## src/hw/rtl/isc_pkg.sv

```systemverilog
package isc_pkg;

   localparam int SAMPLE_BITS_DEFAULT = 16;

   localparam int AXIS_BITS  = 16;
   localparam int TIME_BITS  = 32;
   localparam int STEPS_BITS = 4;
   localparam int CSR_BITS   = 16;
   localparam int SUM_BITS   = 32;
   localparam int ROOT_BITS  = 16;
   localparam int ROOT_STEPS = 16;
   localparam logic [SUM_BITS-1:0] ROOT_BIT_START = 32'h4000_0000;

   localparam logic [15:0] MIN_INTERVAL_RESET   = 16'd300;
   localparam logic [15:0] MAX_INTERVAL_RESET   = 16'd2000;
   localparam logic [3:0]  VALID_RUN_RESET      = 4'd4;
   localparam logic [7:0]  WINDOW_LENGTH_RESET  = 8'd50;
   localparam logic [15:0] GYRO_MINIMUM_RESET   = 16'd400;
   localparam logic [15:0] SWING_LOW_RESET      = 16'd1500;
   localparam logic [15:0] SWING_HIGH_RESET     = 16'd30000;
   localparam logic [15:0] FALLBACK_RESET       = 16'd4000;
   localparam logic [7:0]  RUN_MAX              = 8'd255;

   typedef enum logic [2:0] {
      CSR_MIN_INTERVAL  = 3'd0,
      CSR_MAX_INTERVAL  = 3'd1,
      CSR_VALID_RUN     = 3'd2,
      CSR_WINDOW_LENGTH = 3'd3,
      CSR_GYRO_MINIMUM  = 3'd4,
      CSR_SWING_LOW     = 3'd5,
      CSR_SWING_HIGH    = 3'd6,
      CSR_FALLBACK      = 3'd7
   } csr_index_type;

   typedef enum logic [3:0] {
      ST_IDLE,
      ST_SQUARE,
      ST_ROOT_GO,
      ST_ROOT,
      ST_FILTER,
      ST_WINDOW,
      ST_THRESH,
      ST_CROSS,
      ST_DONE
   } state_type;

   typedef struct packed {
      logic start;
   } root_ctl_type;

   typedef struct packed {
      logic busy;
      logic done;
   } root_status_type;

endpackage

```

## src/hw/rtl/integer_step_counter.sv

```systemverilog
// Step detector: each accepted sample yields exactly one rsp transfer carrying
// the number of steps it confirmed. Each sample is worked on in turn: two
// magnitudes, each squared and summed on one shared 16x16 multiplier, then
// passed to the shared square-root unit, which is started and runs its 16
// iterations; then the filter, window, threshold and step states, and the
// load of the result. No new sample is taken before that load.
// req_stall is high while a sample is in flight; a finished result waiting on
// rsp_stall does not block the next sample until that one finishes.
module integer_step_counter
   import isc_pkg::*;
#(
   parameter int SAMPLE_BITS = SAMPLE_BITS_DEFAULT
) (
   input  logic                        clock,
   input  logic                        reset,
   input  logic                        req_valid,
   output logic                        req_stall,
   input  logic signed [AXIS_BITS-1:0] req_accel_x,
   input  logic signed [AXIS_BITS-1:0] req_accel_y,
   input  logic signed [AXIS_BITS-1:0] req_accel_z,
   input  logic signed [AXIS_BITS-1:0] req_gyro_x,
   input  logic signed [AXIS_BITS-1:0] req_gyro_y,
   input  logic signed [AXIS_BITS-1:0] req_gyro_z,
   input  logic [TIME_BITS-1:0]        req_time_ms,
   output logic                        rsp_valid,
   input  logic                        rsp_stall,
   output logic [STEPS_BITS-1:0]       rsp_confirmed,
   input  logic                        csr_valid,
   output logic                        csr_ready,
   input  logic [2:0]                  csr_index,
   input  logic [CSR_BITS-1:0]         csr_data
);

   localparam int SB = SAMPLE_BITS;
   localparam logic [SB-1:0] LevelMax = '1;

   // configuration
   logic [15:0] min_interval_ff, max_interval_ff, gyro_minimum_ff;
   logic [15:0] swing_low_ff, swing_high_ff, fallback_ff;
   logic [3:0]  valid_run_ff;
   logic [7:0]  window_length_ff;

   // sample payload
   logic signed [AXIS_BITS-1:0] ax_ff, ay_ff, az_ff, gx_ff, gy_ff, gz_ff;
   logic [TIME_BITS-1:0]        time_ff;

   // sequencer and datapath
   state_type               state_ff, state_in;
   logic                    group_ff, group_in;
   logic [1:0]              sq_cnt_ff, sq_cnt_in;
   logic [SUM_BITS-1:0]     prod_ff, prod_in;
   logic [SUM_BITS-1:0]     sum_ff, sum_in;
   logic [SB-1:0]           am_ff, am_in;
   logic [SB-1:0]           gm_ff, gm_in;
   logic                    upd_ff, upd_in;
   logic [STEPS_BITS-1:0]   res_ff, res_in;
   logic                    rsp_valid_ff, rsp_valid_in;
   logic [STEPS_BITS-1:0]   rsp_steps_ff, rsp_steps_in;

   // detector state
   logic [SB-1:0]        filt_ff, filt_in;
   logic [SB-1:0]        prev_ff, prev_in;
   logic [SB-1:0]        wmax_ff, wmax_in;
   logic [SB-1:0]        wmin_ff, wmin_in;
   logic [SB-1:0]        thr_ff, thr_in;
   logic [TIME_BITS-1:0] last_ff, last_in;
   logic [7:0]           wcnt_ff, wcnt_in;
   logic [7:0]           run_ff, run_in;
   logic [SB-1:0]        gpeak_ff, gpeak_in;

   root_ctl_type          root_ctl;
   root_status_type       root_status;
   logic [ROOT_BITS-1:0]  root_value;

   logic signed [AXIS_BITS-1:0] axis;
   logic signed [SUM_BITS-1:0]  square;
   logic [SB-1:0]               mag;
   logic [SB+1:0]               filt_sum;
   logic [8:0]                  wcnt_next;
   logic [SB-1:0]               swing;
   logic [SB:0]                 mid;
   logic [16:0]                 fb;
   logic                        crossing;
   logic [TIME_BITS-1:0]        dt;
   logic [7:0]                  run_next;
   logic                        accept;

   isc_root u_root (
      .clock   (clock),
      .reset   (reset),
      .ctl     (root_ctl),
      .operand (sum_ff),
      .status  (root_status),
      .root    (root_value)
   );

   assign accept    = req_valid && !req_stall;
   assign req_stall = (state_ff != ST_IDLE);
   assign csr_ready = 1'b1;
   assign rsp_valid     = rsp_valid_ff;
   assign rsp_confirmed = rsp_steps_ff;

   always_comb begin
      case ({group_ff, sq_cnt_ff})
         3'b000:  axis = ax_ff;
         3'b001:  axis = ay_ff;
         3'b010:  axis = az_ff;
         3'b100:  axis = gx_ff;
         3'b101:  axis = gy_ff;
         3'b110:  axis = gz_ff;
         default: axis = '0;
      endcase
   end

   assign square = axis * axis;
   assign mag = (root_value > 16'(LevelMax)) ? LevelMax : root_value[SB-1:0];

   always_comb begin
      state_in     = state_ff;
      group_in     = group_ff;
      sq_cnt_in    = sq_cnt_ff;
      prod_in      = prod_ff;
      sum_in       = sum_ff;
      am_in        = am_ff;
      gm_in        = gm_ff;
      upd_in       = upd_ff;
      res_in       = res_ff;
      filt_in      = filt_ff;
      prev_in      = prev_ff;
      wmax_in      = wmax_ff;
      wmin_in      = wmin_ff;
      thr_in       = thr_ff;
      last_in      = last_ff;
      wcnt_in      = wcnt_ff;
      run_in       = run_ff;
      gpeak_in     = gpeak_ff;
      root_ctl     = '0;
      rsp_valid_in = rsp_valid_ff && rsp_stall;
      rsp_steps_in = rsp_steps_ff;

      filt_sum  = (SB+2)'({filt_ff, 1'b0}) + (SB+2)'(filt_ff) + (SB+2)'(am_ff);
      wcnt_next = 9'(wcnt_ff) + 9'd1;
      swing     = (wmax_ff >= wmin_ff) ? (wmax_ff - wmin_ff) : '0;
      mid       = (SB+1)'(wmin_ff) + (SB+1)'(swing >> 1);
      fb        = 17'(wmin_ff) + 17'(fallback_ff);
      crossing  = (prev_ff < thr_ff) && (filt_ff >= thr_ff);
      dt        = time_ff - last_ff;
      run_next  = (run_ff == RUN_MAX) ? run_ff : run_ff + 8'd1;

      unique case (state_ff)
         ST_IDLE: begin
            if (accept) begin
               group_in  = 1'b0;
               sq_cnt_in = '0;
               state_in  = ST_SQUARE;
            end
         end
         ST_SQUARE: begin
            if (sq_cnt_ff != 2'd3) begin
               prod_in = $unsigned(square);
            end
            if (sq_cnt_ff == 2'd1) begin
               sum_in = prod_ff;
            end else if (sq_cnt_ff != 2'd0) begin
               sum_in = sum_ff + prod_ff;
            end
            sq_cnt_in = sq_cnt_ff + 2'd1;
            if (sq_cnt_ff == 2'd3) begin
               state_in = ST_ROOT_GO;
            end
         end
         ST_ROOT_GO: begin
            root_ctl.start = 1'b1;
            state_in       = ST_ROOT;
         end
         ST_ROOT: begin
            if (root_status.done) begin
               if (!group_ff) begin
                  am_in     = mag;
                  group_in  = 1'b1;
                  sq_cnt_in = '0;
                  state_in  = ST_SQUARE;
               end else begin
                  gm_in    = mag;
                  state_in = ST_FILTER;
               end
            end
         end
         ST_FILTER: begin
            if (filt_ff == '0) begin
               filt_in = am_ff;
               prev_in = am_ff;
               thr_in  = am_ff;
               wmax_in = am_ff;
               wmin_in = am_ff;
            end else begin
               prev_in = filt_ff;
               filt_in = filt_sum[SB+1:2];
            end
            if (gm_ff > gpeak_ff) begin
               gpeak_in = gm_ff;
            end
            state_in = ST_WINDOW;
         end
         ST_WINDOW: begin
            if (wcnt_ff == '0) begin
               wmax_in = filt_ff;
               wmin_in = filt_ff;
            end else begin
               if (filt_ff > wmax_ff) wmax_in = filt_ff;
               if (filt_ff < wmin_ff) wmin_in = filt_ff;
            end
            if (wcnt_next >= 9'(window_length_ff)) begin
               upd_in  = 1'b1;
               wcnt_in = '0;
            end else begin
               upd_in  = 1'b0;
               wcnt_in = wcnt_next[7:0];
            end
            state_in = ST_THRESH;
         end
         ST_THRESH: begin
            if (upd_ff) begin
               if (16'(swing) > swing_low_ff && 16'(swing) < swing_high_ff) begin
                  thr_in = mid[SB-1:0];
               end else begin
                  thr_in = (fb > 17'(LevelMax)) ? LevelMax : fb[SB-1:0];
               end
            end
            state_in = ST_CROSS;
         end
         ST_CROSS: begin
            res_in = '0;
            if (crossing) begin
               if (16'(gpeak_ff) > gyro_minimum_ff) begin
                  if (dt >= 32'(min_interval_ff) && dt <= 32'(max_interval_ff)) begin
                     run_in  = run_next;
                     last_in = time_ff;
                     if (run_next == 8'(valid_run_ff)) begin
                        res_in = valid_run_ff;
                     end else if (run_next > 8'(valid_run_ff)) begin
                        res_in = 4'd1;
                     end
                  end else if (dt > 32'(max_interval_ff)) begin
                     run_in  = 8'd1;
                     last_in = time_ff;
                  end
               end
               gpeak_in = '0;
            end
            state_in = ST_DONE;
         end
         ST_DONE: begin
            if (!rsp_valid_ff || !rsp_stall) begin
               rsp_valid_in = 1'b1;
               rsp_steps_in = res_ff;
               state_in     = ST_IDLE;
            end
         end
         default: state_in = ST_IDLE;
      endcase
   end

   always_ff @(posedge clock) begin
      if (reset) begin
         state_ff <= ST_IDLE;
      end else begin
         state_ff <= state_in;
      end
   end

   always_ff @(posedge clock) begin
      if (accept) begin
         ax_ff   <= req_accel_x;
         ay_ff   <= req_accel_y;
         az_ff   <= req_accel_z;
         gx_ff   <= req_gyro_x;
         gy_ff   <= req_gyro_y;
         gz_ff   <= req_gyro_z;
         time_ff <= req_time_ms;
      end
      group_ff     <= group_in;
      sq_cnt_ff    <= sq_cnt_in;
      prod_ff      <= prod_in;
      sum_ff       <= sum_in;
      am_ff        <= am_in;
      gm_ff        <= gm_in;
      upd_ff       <= upd_in;
      res_ff       <= res_in;
      rsp_steps_ff <= rsp_steps_in;
   end

   always_ff @(posedge clock) begin
      if (reset) begin
         rsp_valid_ff <= 1'b0;
         filt_ff      <= '0;
         prev_ff      <= '0;
         wmax_ff      <= '0;
         wmin_ff      <= '1;
         thr_ff       <= '0;
         last_ff      <= '0;
         wcnt_ff      <= '0;
         run_ff       <= '0;
         gpeak_ff     <= '0;
      end else begin
         rsp_valid_ff <= rsp_valid_in;
         filt_ff      <= filt_in;
         prev_ff      <= prev_in;
         wmax_ff      <= wmax_in;
         wmin_ff      <= wmin_in;
         thr_ff       <= thr_in;
         last_ff      <= last_in;
         wcnt_ff      <= wcnt_in;
         run_ff       <= run_in;
         gpeak_ff     <= gpeak_in;
      end
   end

   always_ff @(posedge clock) begin
      if (reset) begin
         min_interval_ff  <= MIN_INTERVAL_RESET;
         max_interval_ff  <= MAX_INTERVAL_RESET;
         valid_run_ff     <= VALID_RUN_RESET;
         window_length_ff <= WINDOW_LENGTH_RESET;
         gyro_minimum_ff  <= GYRO_MINIMUM_RESET;
         swing_low_ff     <= SWING_LOW_RESET;
         swing_high_ff    <= SWING_HIGH_RESET;
         fallback_ff      <= FALLBACK_RESET;
      end else if (csr_valid && csr_ready) begin
         unique case (csr_index_type'(csr_index))
            CSR_MIN_INTERVAL:  min_interval_ff  <= csr_data;
            CSR_MAX_INTERVAL:  max_interval_ff  <= csr_data;
            CSR_VALID_RUN:     valid_run_ff     <= csr_data[3:0];
            CSR_WINDOW_LENGTH: window_length_ff <= csr_data[7:0];
            CSR_GYRO_MINIMUM:  gyro_minimum_ff  <= csr_data;
            CSR_SWING_LOW:     swing_low_ff     <= csr_data;
            CSR_SWING_HIGH:    swing_high_ff    <= csr_data;
            CSR_FALLBACK:      fallback_ff      <= csr_data;
            default: ;
         endcase
      end
   end

endmodule

```

## src/hw/rtl/isc_root.sv

```systemverilog
module isc_root
   import isc_pkg::*;
(
   input  logic                 clock,
   input  logic                 reset,
   input  root_ctl_type         ctl,
   input  logic [SUM_BITS-1:0]  operand,
   output root_status_type      status,
   output logic [ROOT_BITS-1:0] root
);

   localparam int CntBits = $clog2(ROOT_STEPS);

   logic [SUM_BITS-1:0] x_ff, x_in;
   logic [SUM_BITS-1:0] r_ff, r_in;
   logic [SUM_BITS-1:0] b_ff, b_in;
   logic [CntBits-1:0]  cnt_ff, cnt_in;
   logic                busy_ff, busy_in;
   logic                done_ff, done_in;
   logic [SUM_BITS-1:0] trial;

   always_comb begin
      trial   = r_ff + b_ff;
      x_in    = x_ff;
      r_in    = r_ff;
      b_in    = b_ff;
      cnt_in  = cnt_ff;
      busy_in = busy_ff;
      done_in = 1'b0;
      if (ctl.start) begin
         x_in    = operand;
         r_in    = '0;
         b_in    = ROOT_BIT_START;
         cnt_in  = '0;
         busy_in = 1'b1;
      end else if (busy_ff) begin
         if (x_ff >= trial) begin
            x_in = x_ff - trial;
            r_in = (r_ff >> 1) + b_ff;
         end else begin
            r_in = r_ff >> 1;
         end
         b_in   = b_ff >> 2;
         cnt_in = cnt_ff + 1'b1;
         if (cnt_ff == CntBits'(ROOT_STEPS - 1)) begin
            busy_in = 1'b0;
            done_in = 1'b1;
         end
      end
   end

   always_ff @(posedge clock) begin
      x_ff   <= x_in;
      r_ff   <= r_in;
      b_ff   <= b_in;
      cnt_ff <= cnt_in;
      if (reset) begin
         busy_ff <= 1'b0;
         done_ff <= 1'b0;
      end else begin
         busy_ff <= busy_in;
         done_ff <= done_in;
      end
   end

   assign status.busy = busy_ff;
   assign status.done = done_ff;
   assign root        = r_ff[ROOT_BITS-1:0];

endmodule

```

## config.mk

```make
export PLATFORM = sky130hd
export DESIGN_NAME = integer_step_counter
export DESIGN_NICKNAME = d
export VERILOG_FILES = /design/src/hw/rtl/isc_pkg.sv /design/src/hw/rtl/integer_step_counter.sv /design/src/hw/rtl/isc_root.sv
export SDC_FILE = /design/constraint.sdc
export NUM_CORES = 2
export LEC_CHECK = 0
export BUFFER_PORTS_ARGS = -buffer_cell sky130_fd_sc_hd__buf_2
export CORE_MARGIN = 4
export CORE_UTILIZATION = 60
export DETAILED_ROUTE_END_ITERATION = 10
export PLACE_DENSITY = 0.76
export SYNTH_ARGS = -nofsm -noshare
export SYNTH_HDL_FRONTEND = slang
export SYNTH_SLANG_ARGS = --single-unit
```

## constraint.sdc

```tcl
create_clock -name clock -period 24.4 [get_ports clock]
set_input_delay 4.88 -clock clock [delete_from_list [all_inputs] [get_ports clock]]
set_output_delay 4.88 -clock clock [all_outputs]
set_load 0.01 [all_outputs]
```

### Yosys cells after proc, flatten, opt, wreduce, memory -nomap -nowiden

Cells that the tools add are included.

* output and inout bits: 7
* flip-flop bits (word level): 579
* input bits: 152

* equality and inequality tests: 37
* multiplexer cells: 54
* $mul: 1
* bitwise logic cells: 2
* reduce and logical (&&, ||, !) cells: 49
* add/subtract/negate cells: 14
* magnitude comparators: 17

Operators with widths (number)
* $mux W32: 8
* $mux W16: 14
* $pmux W16 S2: 4
* $pmux W16 S6: 1
* $gt A16 B16 Y1: 4
* $sub A32 B32 Y32: 2
* $lt A16 B16 Y1: 3
* $pmux W4 S9: 1
* $add A31 B31 Y32: 1
* $add A32 B31 Y32: 1
* $add A32 B32 Y32: 1
* $ge A16 B16 Y1: 2
* $ge A32 B16 Y1: 1
* $ge A32 B32 Y1: 1
* $gt A32 B16 Y1: 1
* $le A32 B16 Y1: 1
* $mul A16 B16 Y32: 1
* $mux W8: 4
* $reduce_and A2 Y1: 12
* $reduce_and A3 Y1: 8
* $eq A3 B3 Y1 const B: 7
* $mux W4: 5
* $add A17 B16 Y18: 1
* $add A18 B16 Y18: 1
* 42 further kinds: 89

### Depth between registers and ports, before layout

* depth in word-level cells: 7
* mapped depth: 34
* depth with buffers taken out: 31

### Cells and area by module

A second synthesis with hierarchy kept.

* cells, all modules: 4991
* area total of the unflattened synthesis: 45469.9 um^2

Modules (own cells, without submodules)
* integer_step_counter: area each 38046.5 um^2, instances 1, sequential area each 12201.7 um^2, cells an instance 4098
* isc_root: area each 7423.4 um^2, instances 1, sequential area each 2042.0 um^2, cells an instance 893

### Worst setup path after synthesis

Ideal clock, no wire load.

* kind: in2reg
* from: input req_valid
* to: register ax_ff[0] (enable)
* data required time: 23.897 ns
* arrival time: 7.861 ns
* path buffers: 0
* slack: 16.035 ns
* library setup time: 0.503 ns
* stages on the path: 1
* cell sequence: and3_1

* word-level cells in the longest chain between the ends: 1

RTL lines
* from (decl): RTL line integer_step_counter.sv:16 `input logic req_valid,`
* $logic_and A1 B1 Y1: RTL line integer_step_counter.sv:97 `assign accept = req_valid && !req_stall;`
* to (signal assigned): RTL line integer_step_counter.sv:274 `ax_ff <= req_accel_x;`
* to (decl): RTL line integer_step_counter.sv:44 `logic signed [AXIS_BITS-1:0] ax_ff, ay_ff, az_ff, gx_ff, gy_ff, gz_ff;`

No other way between the ends.
A chain may end at the register's enable or synchronous reset.

### Worst setup path in the final report

* from: register sq_cnt_ff[0]
* to: register prod_ff[31] (data pin)

* word-level cells in the longest chain between the ends: 3
* elaborated cells on any way between the ends: 8

RTL lines
* from (decl): RTL line integer_step_counter.sv:50 `logic [1:0] sq_cnt_ff, sq_cnt_in;`
* from (signal assigned): RTL line integer_step_counter.sv:283 `sq_cnt_ff <= sq_cnt_in;`
* $eq A3 B3 Y1 (tied with other cells): RTL line integer_step_counter.sv:104 `case ({group_ff, sq_cnt_ff})`
* $pmux W16 S6 *: RTL line integer_step_counter.sv:104
* $mul A16 B16 Y32 *: RTL line integer_step_counter.sv:115 `assign square = axis * axis;`
* named net square[31]: RTL line integer_step_counter.sv:76 `logic signed [SUM_BITS-1:0] square;`
* to (signal assigned): RTL line integer_step_counter.sv:284 `prod_ff <= prod_in;`
* to (decl): RTL line integer_step_counter.sv:51 `logic [SUM_BITS-1:0] prod_ff, prod_in;`

The timed path passes the listed nets; every way through them passes the cells marked *.

==> impl_metrics.env <==
export IMPL_track_usage_pct=28.0
export IMPL_max_slew_margin_pct=23.1
export IMPL_finalWeightedCongestion=0.939
export IMPL_wire_length_of_the_first_global_routing_pass_um=180000
export IMPL_min_path_cells=0
export IMPL_synthesis_stage_register_bit_count=578
export IMPL_die_w_um=280
export IMPL_synth_seq_area_share_pct=32.0
export IMPL_floorplan_initialDensity_pct=60.7
export IMPL_hold_viol_final=0
export IMPL_cts_hold_repair_buffers=0
export IMPL_place_hpwl_um=84200
export IMPL_rows=99
export IMPL_grt_start_max_net_pins=85
export IMPL_dieHeight_um=280
export IMPL_area_growth_from_synthesis_to_final_layout_pct=8.78
export IMPL_r2r_end="prod_ff[31]"
export IMPL_worst_r2r_startpoint="sq_cnt_ff[0]"
export IMPL_max_capacitance_violation_count=0
export IMPL_reg2regPathDepth=29
export IMPL_postSynthNetCount=5760
export IMPL_timing_clock_skew_ns=0.0337
export IMPL_rsz0062_at_grt="no"
export IMPL_cts_max_level=3
export IMPL_slew_violations=0
export IMPL_grt_pass1_vias=35100
export IMPL_max_slew_worst_pin_slew_ns=1.15
export IMPL_worstHoldEndpoint="rsp_confirmed[2]"
export IMPL_fmax_mhz=111
export IMPL_coreArea_um2=73200
export IMPL_clk_insertion_delay_late_ns=0.63
export IMPL_root_driver="sky130_fd_sc_hd__clkbuf_16"
export IMPL_worst_endpoint_arrival_ns=9.37
export IMPL_post_cts_resized=0
export IMPL_final_period_utilization_pct=37.0
export IMPL_place_port_buffers=157
export IMPL_post_route_drc_count=0
export IMPL_post_route_min_period_ns=9.02
export IMPL_die_area_um2=78500
export IMPL_worst_endpoint_required_ns=24.75
export IMPL_detail_route_iter0_violations=2597
export IMPL_cts_post_setup_buffers_inserted=0
export IMPL_max_stage_delay_ns=0.89
export IMPL_end_kind="flip-flop"
export IMPL_yosys_warnings=0
export IMPL_postSynthAreaPerCell_um2=9.08
export IMPL_cts_max_path_buffers=3
export IMPL_detailedRoute_firstPassIterationCount=8
export IMPL_timing_critical_path_from_type="flip-flop"
export IMPL_ios=159
export IMPL_drive_gt1_share_pct=7.53
export IMPL_cts_made_buffers=67
export IMPL_hold_path_class="reg2reg"
export IMPL_setup_viol=0
export IMPL_critical_path_max_fanout=28
export IMPL_crit_top_cell="sky130_fd_sc_hd__inv_1"
export IMPL_hold_start="res_ff[2]"
export IMPL_clock_sinks=578
export IMPL_tritoncts="done"
export IMPL_ys_dominant_reg_cell="sky130_fd_sc_hd__dfxtp_1"
export IMPL_totalNegativeSetupSlack_ns=0
export IMPL_status="completed"
export IMPL_syn_cell_area_um2=44500
export IMPL_cp_slowest_cell="sky130_fd_sc_hd__ha_1"
export IMPL_antenna_found_initial=4
export IMPL_critical_path_class="reg2reg"
export IMPL_vias=35600
export IMPL_worst_r2r_setup_slack_ns=15.38
export IMPL_wl_per_cell_um=18.4
export IMPL_finalNetCount=5857
export IMPL_postRouteAntennaNets=0
export IMPL_cts_reportedPaths_clkPinSlew_ns=0.06
export IMPL_synth_edf_count=267
export IMPL_grt_remaining_overflow=0
export IMPL_netlist_instances=4897
export IMPL_synthArstFlopShare_pct=0
export IMPL_totalWireLength_um=111000
export IMPL_yosysUniqueCellTypes=90
export IMPL_vias_per_cell=5.93
[Yosys cell counts, drive strengths merged, types with 57 or more instances]
library cell	instances	area, µm²
nand2	551	2080
nand3	81	405
clkbuf	148	561
xnor2	132	1160
nor3	91	455
a21o	120	905
o21ai	241	1210
o211ai	57	433
ha	455	5690
edfxtp	267	8020
xor2	88	771
inv	590	2210
dfxtp	311	6230
nor2	358	1340
mux2i	74	741
a21oi	399	2000
fa	256	5120
[layout make-up]
type,count,area [µm²]
inverters,591,2220
multi-input cells,3569,27400
repair buffers,187,1020
clock buffers,88,1830
diodes,4,10.0
well taps,959,1200
clock inverters,34,432
fillers,5918,24800
flip-flops and latches,578,14200
[cell families (layout without fill, tap and decap cells)]
family	after synthesis	count (layout)	synth area share, %
AO/OA/AOI/OAI	1158	1158	16.4
XOR/XNOR	220	220	4.33
adder cells (fa/ha/maj)	711	711	24.3
buffers and inverters	750	900	6.45
flip-flops	578	578	32.0
multiplexers	103	103	2.40
other	1	5	0.00843
AND/OR/NAND/NOR	1376	1376	14.0
[worst max-delay path by stage]
stage / to / cells after the start / start
after global placement: prod_ff[31] / 26 / sq_cnt_ff[0]
after detailed placement: prod_ff[31] / 26 / sq_cnt_ff[1]
after CTS: prod_ff[31] / 26 / sq_cnt_ff[0]
final: prod_ff[31] / 29 / sq_cnt_ff[0]
after global routing: prod_ff[30] / 30 / sq_cnt_ff[0]
after floorplan: ax_ff[0] / 1 / req_valid
[critical path, delay by kind of cell (launching register included)]
family	cells	cell delay, ns
xor gates and xnor gates	1	0.13
buffers and inverters	7	0.49
DFF	1	0.44
and+or+nand+nor	6	1.44
adders and majority gates	8	4.18
AOI/OAI and AO/OA	6	1.33
muxes	1	0.75
[registers in the layout, summed over array words and instances, names as in the netlist, 31 cells and up]
| signal | count |
|---|---|
| u_root.r_ff | 32 |
| last_ff | 32 |
| prod_ff | 31 |
| u_root.x_ff | 32 |
| sum_ff | 32 |
| time_ff | 32 |
[layer usage]
metal / GRT usage (%) / share of wire [%] / vias to the layer above
met5: 0 / 0 / -
met4: 10.7 / 4.0 / 0
met3: 4.06 / 5.3 / 239
met2: 49.0 / 49 / 1003
met1: 35.4 / 42 / 17200
li1: - / - / 17200
[stage by stage]
stage	hold slack [ns]	cells	util (%)	setup slack (ns)	instance area, µm²
after floorplan	0.400	4897	-	16.04	44500
after global placement	0.404	5884	63.0	15.67	46100
after detailed placement	0.406	5884	63.0	15.53	46100
after CTS	0.421	6006	66.1	15.53	48400
after global routing	0.430	6010	66.1	14.72	48400
final	0.417	6010	66.1	15.38	48400
[layout by cell type (no fill, tap or decap), types with 22 or more instances in the layout]
master                      instances
sky130_fd_sc_hd__o21bai_1          27
sky130_fd_sc_hd__nor2_1           355
sky130_fd_sc_hd__buf_2            156
sky130_fd_sc_hd__and3_1            46
sky130_fd_sc_hd__nand3_1           81
sky130_fd_sc_hd__a222oi_1          23
sky130_fd_sc_hd__clkbuf_16         68
sky130_fd_sc_hd__nand2b_1          49
sky130_fd_sc_hd__xor2_1            88
sky130_fd_sc_hd__a211oi_1          49
sky130_fd_sc_hd__a21o_1           117
sky130_fd_sc_hd__a31oi_1           41
sky130_fd_sc_hd__inv_1            589
sky130_fd_sc_hd__a21oi_1          397
sky130_fd_sc_hd__nand2_1          549
sky130_fd_sc_hd__o21ai_0          234
sky130_fd_sc_hd__nor3_1            87
sky130_fd_sc_hd__ha_1             454
sky130_fd_sc_hd__fa_1             256
sky130_fd_sc_hd__nand4_1           46
sky130_fd_sc_hd__o21a_1            46
sky130_fd_sc_hd__xnor2_1          132
sky130_fd_sc_hd__o211ai_1          56
sky130_fd_sc_hd__or3_1             22
sky130_fd_sc_hd__buf_4             30
sky130_fd_sc_hd__dfxtp_1          310
sky130_fd_sc_hd__mux2_2            29
sky130_fd_sc_hd__mux2i_1           74
sky130_fd_sc_hd__nor2b_1           36
sky130_fd_sc_hd__edfxtp_1         267
Power is left out: the tool's default activity adds up to more than one toggle a clock period on the data nets, which glitch-free logic cannot reach.
